File: config.mk
export PLATFORM = sky130hd
export DESIGN_NAME = ipv4lpm_walker
export DESIGN_NICKNAME = d
export VERILOG_FILES = /design/src/rtl/ipv4lpm_pkg.sv /design/src/rtl/ipv4lpm_walker.sv
export SDC_FILE = /design/constraint.sdc
export NUM_CORES = 1
export LEC_CHECK = 0
export BUFFER_PORTS_ARGS = -buffer_cell sky130_fd_sc_hd__buf_2
export CAP_MARGIN = 20
export CORE_MARGIN = 2
export CORE_UTILIZATION = 35
export CTS_CLUSTER_DIAMETER = 150
export CTS_CLUSTER_SIZE = 24
export DETAILED_ROUTE_END_ITERATION = 16
export SYNTH_ARGS = -nofsm -noshare
export SYNTH_HDL_FRONTEND = slang
export SYNTH_SLANG_ARGS = --single-unit
export TNS_END_PERCENT = 1
File: constraint.sdc
create_clock -name clk -period 4.9 [get_ports clk]
set_input_delay 0.245 -clock clk [delete_from_list [all_inputs] [get_ports clk]]
set_output_delay 0.245 -clock clk [all_outputs]
set_load 0.05 [all_outputs]
File: src/rtl/ipv4lpm_pkg.sv
// Types, constants and codes shared by the route table core.
`default_nettype none
package ipv4lpm_pkg;

    localparam int NODE_COUNT = 4096;
    localparam int ADDR_BITS  = 32;
    localparam int IDX_W      = $clog2(NODE_COUNT);
    localparam int CNT_W      = $clog2(NODE_COUNT + 1);
    localparam int LEVEL_W    = $clog2(ADDR_BITS + 1);
    localparam int LEN_W      = 6;
    localparam int PORT_W     = 8;

    localparam logic KIND_INSERT = 1'b0;
    localparam logic KIND_LOOKUP = 1'b1;

    typedef logic [IDX_W-1:0] node_idx_t;

    typedef struct packed {
        node_idx_t         left;
        node_idx_t         right;
        logic              valid;
        logic [PORT_W-1:0] port;
    } node_t;

    typedef struct packed {
        logic      en;
        node_idx_t idx;
    } rd_req_t;

    typedef struct packed {
        logic      en;
        node_idx_t idx;
        node_t     entry;
    } wr_req_t;

    typedef struct packed {
        logic              strobe;
        logic              found;
        logic [PORT_W-1:0] port;
        logic              pool_full;
    } result_t;

    typedef enum logic {
        ST_IDLE,
        ST_WALK
    } state_t;

endpackage
`default_nettype wire

File: src/rtl/ipv4lpm_walker.sv
// Trie walk sequencer: one level per cycle for inserts and lookups, with node allocation.
`default_nettype none
module ipv4lpm_walker (
    input  wire logic                                clk,
    input  wire logic                                rst_n,
    input  wire logic                                start,
    output logic                                     busy,
    input  wire logic                                kind,
    input  wire logic [31:0]                         address,
    input  wire logic [ipv4lpm_pkg::LEN_W-1:0]       prefix_length,
    input  wire logic [ipv4lpm_pkg::PORT_W-1:0]      port_in,
    input  wire ipv4lpm_pkg::node_t                  rd_data,
    input  wire ipv4lpm_pkg::node_t                  root,
    output ipv4lpm_pkg::rd_req_t                     rd,
    output ipv4lpm_pkg::wr_req_t                     wr,
    output ipv4lpm_pkg::result_t                     result
);

    ipv4lpm_pkg::state_t                        state_reg, state_next;
    logic                                       kind_reg, kind_next;
    logic [ipv4lpm_pkg::ADDR_BITS-1:0]          addr_reg, addr_next;
    logic [ipv4lpm_pkg::LEVEL_W-1:0]            len_reg, len_next;
    logic [ipv4lpm_pkg::PORT_W-1:0]             port_reg, port_next;
    logic [ipv4lpm_pkg::LEVEL_W-1:0]            level_reg, level_next;
    ipv4lpm_pkg::node_idx_t                     cur_reg, cur_next;
    ipv4lpm_pkg::node_t                         ent_reg, ent_next;
    logic                                       from_mem_reg, from_mem_next;
    logic                                       have_reg, have_next;
    logic [ipv4lpm_pkg::PORT_W-1:0]             best_reg, best_next;
    logic [ipv4lpm_pkg::CNT_W-1:0]              used_reg, used_next;

    ipv4lpm_pkg::node_t                         ent;
    ipv4lpm_pkg::node_t                         upd;
    ipv4lpm_pkg::node_idx_t                     nxt;
    ipv4lpm_pkg::node_idx_t                     new_idx;
    logic                                       addr_bit;
    logic                                       hit;
    logic                                       have_eff;
    logic [ipv4lpm_pkg::PORT_W-1:0]             best_eff;
    logic                                       ins_end;
    logic                                       look_end;
    logic                                       pool_empty;
    logic                                       finish;
    logic [ipv4lpm_pkg::LEVEL_W-1:0]            len_clip;

    assign ent        = from_mem_reg ? rd_data : ent_reg;
    assign addr_bit   = addr_reg[ipv4lpm_pkg::ADDR_BITS-1];
    assign nxt        = addr_bit ? ent.right : ent.left;
    assign hit        = from_mem_reg && ent.valid;
    assign have_eff   = have_reg || hit;
    assign best_eff   = hit ? ent.port : best_reg;
    assign ins_end    = (level_reg == len_reg);
    assign look_end   = (level_reg == ipv4lpm_pkg::LEVEL_W'(ipv4lpm_pkg::ADDR_BITS))
                        || (nxt == '0);
    assign pool_empty = (used_reg == ipv4lpm_pkg::CNT_W'(ipv4lpm_pkg::NODE_COUNT));
    assign new_idx    = used_reg[ipv4lpm_pkg::IDX_W-1:0];
    assign len_clip   = (prefix_length > ipv4lpm_pkg::LEN_W'(ipv4lpm_pkg::ADDR_BITS))
                        ? ipv4lpm_pkg::LEVEL_W'(ipv4lpm_pkg::ADDR_BITS)
                        : ipv4lpm_pkg::LEVEL_W'(prefix_length);
    assign finish     = (kind_reg == ipv4lpm_pkg::KIND_INSERT)
                        ? (ins_end || ((nxt == '0) && pool_empty))
                        : look_end;
    assign busy       = (state_reg != ipv4lpm_pkg::ST_IDLE);

    always_comb
    begin
        upd = ent;
        if (addr_bit)
        begin
            upd.right = new_idx;
        end
        else
        begin
            upd.left = new_idx;
        end
    end

    always_comb
    begin
        state_next = state_reg;
        unique case (state_reg)
            ipv4lpm_pkg::ST_IDLE:
            begin
                if (start)
                begin
                    state_next = ipv4lpm_pkg::ST_WALK;
                end
            end
            ipv4lpm_pkg::ST_WALK:
            begin
                if (finish)
                begin
                    state_next = ipv4lpm_pkg::ST_IDLE;
                end
            end
            default:
            begin
                state_next = ipv4lpm_pkg::ST_IDLE;
            end
        endcase
    end

    always_comb
    begin
        kind_next     = kind_reg;
        addr_next     = addr_reg;
        len_next      = len_reg;
        port_next     = port_reg;
        level_next    = level_reg;
        cur_next      = cur_reg;
        ent_next      = ent_reg;
        from_mem_next = from_mem_reg;
        have_next     = have_reg;
        best_next     = best_reg;
        used_next     = used_reg;
        rd            = '0;
        wr            = '0;
        result        = '0;
        unique case (state_reg)
            ipv4lpm_pkg::ST_IDLE:
            begin
                if (start)
                begin
                    kind_next     = kind;
                    addr_next     = address[ipv4lpm_pkg::ADDR_BITS-1:0];
                    len_next      = len_clip;
                    port_next     = port_in;
                    level_next    = '0;
                    cur_next      = '0;
                    ent_next      = root;
                    from_mem_next = 1'b0;
                    have_next     = root.valid;
                    best_next     = root.port;
                end
            end
            ipv4lpm_pkg::ST_WALK:
            begin
                if (kind_reg == ipv4lpm_pkg::KIND_INSERT)
                begin
                    priority if (ins_end)
                    begin
                        wr.en          = 1'b1;
                        wr.idx         = cur_reg;
                        wr.entry       = ent;
                        wr.entry.valid = 1'b1;
                        wr.entry.port  = port_reg;
                        result.strobe  = 1'b1;
                    end
                    else if (nxt != '0)
                    begin
                        rd.en         = 1'b1;
                        rd.idx        = nxt;
                        cur_next      = nxt;
                        from_mem_next = 1'b1;
                        level_next    = level_reg + 1'b1;
                        addr_next     = addr_reg << 1;
                    end
                    else if (pool_empty)
                    begin
                        // A node allocated in the previous step is only held in
                        // ent_reg so far; store it so that it reads as empty later.
                        wr.en            = 1'b1;
                        wr.idx           = cur_reg;
                        wr.entry         = ent;
                        result.strobe    = 1'b1;
                        result.pool_full = 1'b1;
                    end
                    else
                    begin
                        wr.en         = 1'b1;
                        wr.idx        = cur_reg;
                        wr.entry      = upd;
                        used_next     = used_reg + 1'b1;
                        cur_next      = new_idx;
                        ent_next      = '0;
                        from_mem_next = 1'b0;
                        level_next    = level_reg + 1'b1;
                        addr_next     = addr_reg << 1;
                    end
                end
                else
                begin
                    if (look_end)
                    begin
                        result.strobe = 1'b1;
                        result.found  = have_eff;
                        result.port   = have_eff ? best_eff : '0;
                    end
                    else
                    begin
                        rd.en         = 1'b1;
                        rd.idx        = nxt;
                        cur_next      = nxt;
                        from_mem_next = 1'b1;
                        have_next     = have_eff;
                        best_next     = best_eff;
                        level_next    = level_reg + 1'b1;
                        addr_next     = addr_reg << 1;
                    end
                end
            end
            default:
            begin
            end
        endcase
    end

    always_ff @(posedge clk or negedge rst_n)
    begin
        if (!rst_n)
        begin
            state_reg    <= ipv4lpm_pkg::ST_IDLE;
            used_reg     <= ipv4lpm_pkg::CNT_W'(1);
            from_mem_reg <= 1'b0;
            have_reg     <= 1'b0;
            kind_reg     <= ipv4lpm_pkg::KIND_INSERT;
            level_reg    <= '0;
            len_reg      <= '0;
            cur_reg      <= '0;
        end
        else
        begin
            state_reg    <= state_next;
            used_reg     <= used_next;
            from_mem_reg <= from_mem_next;
            have_reg     <= have_next;
            kind_reg     <= kind_next;
            level_reg    <= level_next;
            len_reg      <= len_next;
            cur_reg      <= cur_next;
        end
    end

    always_ff @(posedge clk)
    begin
        addr_reg <= addr_next;
        port_reg <= port_next;
        ent_reg  <= ent_next;
        best_reg <= best_next;
    end

endmodule
`default_nettype wire

After elaboration in Yosys (flattened, before gate mapping):

Index checks and enable logic that the tools add are counted.

* $add $sub $neg: 2
* order comparisons: 1
* eq/ne operators: 13
* multiplexer cells: 72
* bitwise operators: 5
* reduce and logical (&&, ||, !) cells: 12

Operators with widths (number)
* 2-to-1 mux 33 bit: 7
* 2-to-1 mux 32 bit: 6
* 2-to-1 mux 46 bit: 4
* 2-to-1 mux 12 bit: 9
* one-hot mux 33 bit (2 select lines): 1
* 2-to-1 mux 13 bit: 5
* one-hot mux 32 bit (2 select lines): 1
* 2-to-1 mux 6 bit: 7
* 2-to-1 mux 8 bit: 5
* one-hot mux 12 bit (2 select lines): 1
* 2-to-1 mux 1 bit: 18
* one-hot mux 8 bit (2 select lines): 1
* adder 13 x 1 -> 13 bit, second input constant: 1
* equality test 13 bit, second input constant: 1
* zero test 12 bit: 1
* != test 2 bit, second input constant: 6
* one-hot mux 6 bit (2 select lines): 1
* nonzero test 12 bit: 1
* 2-to-1 mux 11 bit: 1
* 2-to-1 mux 10 bit: 1
* AND reduction 5 bit: 2
* 2-to-1 mux 9 bit: 1
* adder 6 x 1 -> 6 bit, second input constant: 1
* equality test 6 bit: 1
* 12 further kinds: 22

* bits in registers: 122
* input port bits: 116
* output and inout port bits: 71
* word-level logic and storage cells: 120

Longest topological paths before layout:

* word-level depth: 8
* gate-level depth with buffers: 9
* depth with buffers taken out: 8

Worst setup path after synthesis:

Ideal clock, no wire load.

* kind: flip-flop to output port
* start point: register addr_reg[31] (netlist name)
* end point: output wr[26] (netlist name)
* data arrival time: 3.562 ns
* required time: 4.655 ns
* setup slack: 1.093 ns
* cell stages (with the launch flop): 8
* path buffers: 2
* cell sequence: edfxtp_1 -> clkbuf_1 -> mux4_2 -> or4_1 -> nor3_4 -> o21ai_1 -> clkbuf_1 -> a211oi_1

RTL lines
* from (decl): line ipv4lpm_walker.sv:21 `logic [ipv4lpm_pkg::ADDR_BITS-1:0] addr_reg, addr_next;`
* from (signal assigned): line ipv4lpm_walker.sv:236 `addr_reg <= addr_next;`
* to (decl): line ipv4lpm_walker.sv:15 `output ipv4lpm_pkg::wr_req_t wr,`

==> metrics.md <==
| Metric | Value |
|---|---|
| Status | `finished, violations left` |
| Failing checks | `hold timing` |
| Layout cells sized above 1 | `0.3853` |
| Post-synthesis cell type count | `52` |
| Die width | `between 100 and 150 um` |
| Final Cycle Share | `0.9109` |
| Async S/R FF share, synth | `0.3361` |
| Pre-CTS setup slack | `between 0.7 and 0.8 ns` |
| Max IR drop VDD | `roughly 0.00026 V` |
| H-tree levels | `4` |
| Worst-Margin Slew | `about 1 ns` |
| TritonRoute pass-1 iters | `5` |
| Setup TNS | `0 ns` |
| Post-CTS Setup Bufs | `0` |
| Fmax achieved | `~220 MHz` |
| Flops & latches, synth | `approximately 120` |
| Max Cap Viol | `0` |
| Max FO, Critical Path | `between 40 and 50` |
| Adder-Cell Fraction of Synth Area | `0.007439` |
| CTS sink cnt | `122` |
| Final setup viols | `0` |
| Fin. Hold Viols | `11` |
| GP Congestion | `about 0.91` |
| First-pass GRT wire length | `approximately 29000 um` |
| Avg Vias per Cell | `approximately 5.2` |
| Crit. End Element | `primary output` |
| Placed insts | `between 900 and 1000` |
| Largest net degree at the start of global routing | `between 70 and 80` |
| # DRC | `0` |
| GRT overflow | `0` |
| Total power | `5.209 mW` |
| Initial antenna violation count | `3` |
| Worst setup path start | `from_mem_reg$_DFFE_PN0P_` |
| CTS max path bufs | `2` |
| Met1 Use GR | `0.2432` |
| Non-filler cells, final | `roughly 1000` |
| Core ar. | `~19000 um^2` |
| Vias in the first global route | `about 5200` |
| Slack of the critical path | `~0.44 ns` |
| DP Area | `roughly 7900 um^2` |
| Fin crit period | `roughly 4.5 ns` |
| Critical Path RT | `roughly 4.7 ns` |
| Ys flop type | `edfxtp_1` |
| Total CTS buffers | `17` |
| Post-synth top area share | `0.3615` |
| Synth-to-Final Area Change | `27.12%` |
| Pleak | `around 3.8 nW` |
| Sequential element share of the synthesized area | `0.5142` |
| Largest family of logic cells by synthesized area | `simple AND/OR/NAND/NOR gates` |
| N_diodes | `0` |
| Mean post-synth cell area | `around 11 um^2` |
| Post-synth top area cell | `edfxtp_1` |
| Vias post-DR | `5281` |
| Total track usage | `0.1886` |
| Std-Cell Rows | `50` |
| Yosys warns | `0` |
| Xor/xnor share of the synthesized area | `0.02343` |
| Largest register FFs | `33` |
| Tightest Hold Check Type | `in2async` |
| GR peak layer | `met2` |
| Compound-Gate Fraction of Synth Area | `0.08016` |
| Root Driver | `clkbuf_16` |
| Reg clk slew, reported paths | `0.06 ns` |
| DRT Wirelength | `between 15000 and 20000 um` |
| Post-synthesis simple-gate area fraction | `0.1815` |
| DP Wirelength | `~14000 um` |
| Post-synthesis cell count | `roughly 600` |
| Worst slew margin | `0.3462` |
| Pwr dens | `between 600 and 700 nW/um^2` |
| CTS tree | `yes` |
| WS Path Type | `reg2out` |
| Synthesized area | `~6700 um^2` |
| Number of synthesized flops with an enable pin | `a little over 80` |
| Clock Latency Late Sink | `0.42 ns` |
| Per-cell routed wire length | `18.52 um` |
| Port-buffer cells | `186` |
| Nets | `~900` |
| Mux cell area share after synthesis | `0.1620` |
| Die H | `~140 um` |
| First DRT Iteration DRCs | `281` |
| Max-slew violations | `0` |
| Met3 usage | `0.05936` |
| M2 GR Usage | `0.2983` |
| Startpoint types | `flop` |
| WHS | `-0.02045 ns` |
| RSZ-0062 raised after global routing | `no` |
| Post-synth net total | `slightly above 700` |
| Area contributors post-synth | `edfxtp_1 36%, dfrtp_1 15%, mux2_2 7.9%, mux2i_1 4.3%, mux4_2 4.0%` |
| Final Cell Area | `between 8000 and 9000 um^2` |
| IO Count | `around 190` |
| Worst flop-to-flop path startpoint | `from_mem_reg$_DFFE_PN0P_` |
| Antenna-violating nets left | `0` |
| Initial Utilization | `0.3585` |
| CP Data Arrival Time | `4.22 ns` |
| Die area | `20350 um^2` |
| Clock skew | `0.01376 ns` |
logic make-up after synthesis:
| group | count (synthesis) |
|---|---|
| and+or+nand+nor | 233 |
| AOI/OAI and AO/OA | 75 |
| buffers and inverters | 50 |
| adders and majority gates | 4 |
| xor gates and xnor gates | 18 |
| muxes | 88 |
| DFF | 122 |
synthesized netlist by cell type, types with 3 or more instances:
cell type	instances
dfrtp_1	40
nand2_1	65
a21oi_1	16
nand3b_1	5
nor3_1	4
inv_1	13
ha_1	4
nor2_1	44
mux2_2	47
nor3_2	4
nand2b_1	8
and2_1	21
and3_1	3
mux2i_1	29
edfxtp_1	81
mux4_2	12
nor2b_1	41
or2_2	4
or2_0	8
a211oi_1	23
nor4_1	3
buf_1	4
nand3_1	10
xnor2_1	10
o21ai_0	11
or4_1	3
xor2_1	8
clkbuf_1	25
buf_2	3
a32o_1	13
power breakdown:
part,total (mW),switching (mW),internal (mW)
Sequential,1.83,0.264,1.57
Combinational,2.10,1.32,0.783
Clock,1.28,0.477,0.799
layer usage:
metal  part of all wire  up-vias
met2               0.48      187
met4              0.022        4
li1                   -     2512
met1               0.43     2543
met3              0.070       35
met5             0.0012        -
path summary, 6_finish.rpt:
kind,end,slack [ns],depth (start not counted)
max,result[9],0.44,7
min,used_reg[6]$_DFFE_PN0P_,-0.02,1
max reg2reg,ent_reg[32]$_SDFFCE_PP0P_,0.84,6
min reg2reg,used_reg[12]$_DFFE_PN0P_,0.48,1
max in group asynchronous,busy$_DFF_PN0_,4.18,1
min in group clk,port_reg[6]$_DFFE_PP_,0.02,1
worst max-delay path, stage by stage, from the launching register on:
cell	delay, ns
dfrtp_2	1.00
mux4_2	0.65
or4_1	0.61
nor3_4	0.34
nor2_1	0.14
or3_1	0.53
nor2_1	0.23
buf_2	0.30
cell usage in the layout, fill, tap and decap left out, drive strengths merged, types with 10 or more instances in the layout:
| cell type | netlist | layout |
|---|---|---|
| buf | 10 | 194 |
| edfxtp | 81 | 81 |
| nand2 | 65 | 65 |
| mux2 | 47 | 47 |
| nor2 | 44 | 44 |
| nor2b | 41 | 41 |
| dfrtp | 40 | 40 |
| mux2i | 29 | 29 |
| a211oi | 23 | 23 |
| and2 | 21 | 21 |
| clkbuf | 25 | 18 |
| inv | 14 | 17 |
| a21oi | 16 | 16 |
| a32o | 13 | 13 |
| or2 | 13 | 13 |
| mux4 | 12 | 12 |
| o21ai | 12 | 12 |
| xnor2 | 10 | 10 |
| nand3 | 10 | 10 |
per-stage QoR:
step                        util  hold WS, ns
after global placement    0.4190       0.4228
after CTS                 0.4535    0.0009823
final                     0.4557     -0.02045
after global routing      0.4557     0.002289
after detailed placement  0.4190       0.4261
after floorplan                -     -0.05059
repair_timing:
action	CTS	global route
hold buffers	5	2
gates resized for setup	0	0
hold endpoints to repair	5	2
layout make-up:
class | count | area, um^2
timing repair buffer | 202 | 1074
clock inverter | 15 | 172.7
sequential | 122 | 3465
multi-input combinational | 418 | 3067
tap | 234 | 292.8
fill | 1802 | 10220
inverter | 15 | 56.30
clock buffer | 17 | 425.4
Note: power is estimated with default switching activity, not from simulation.
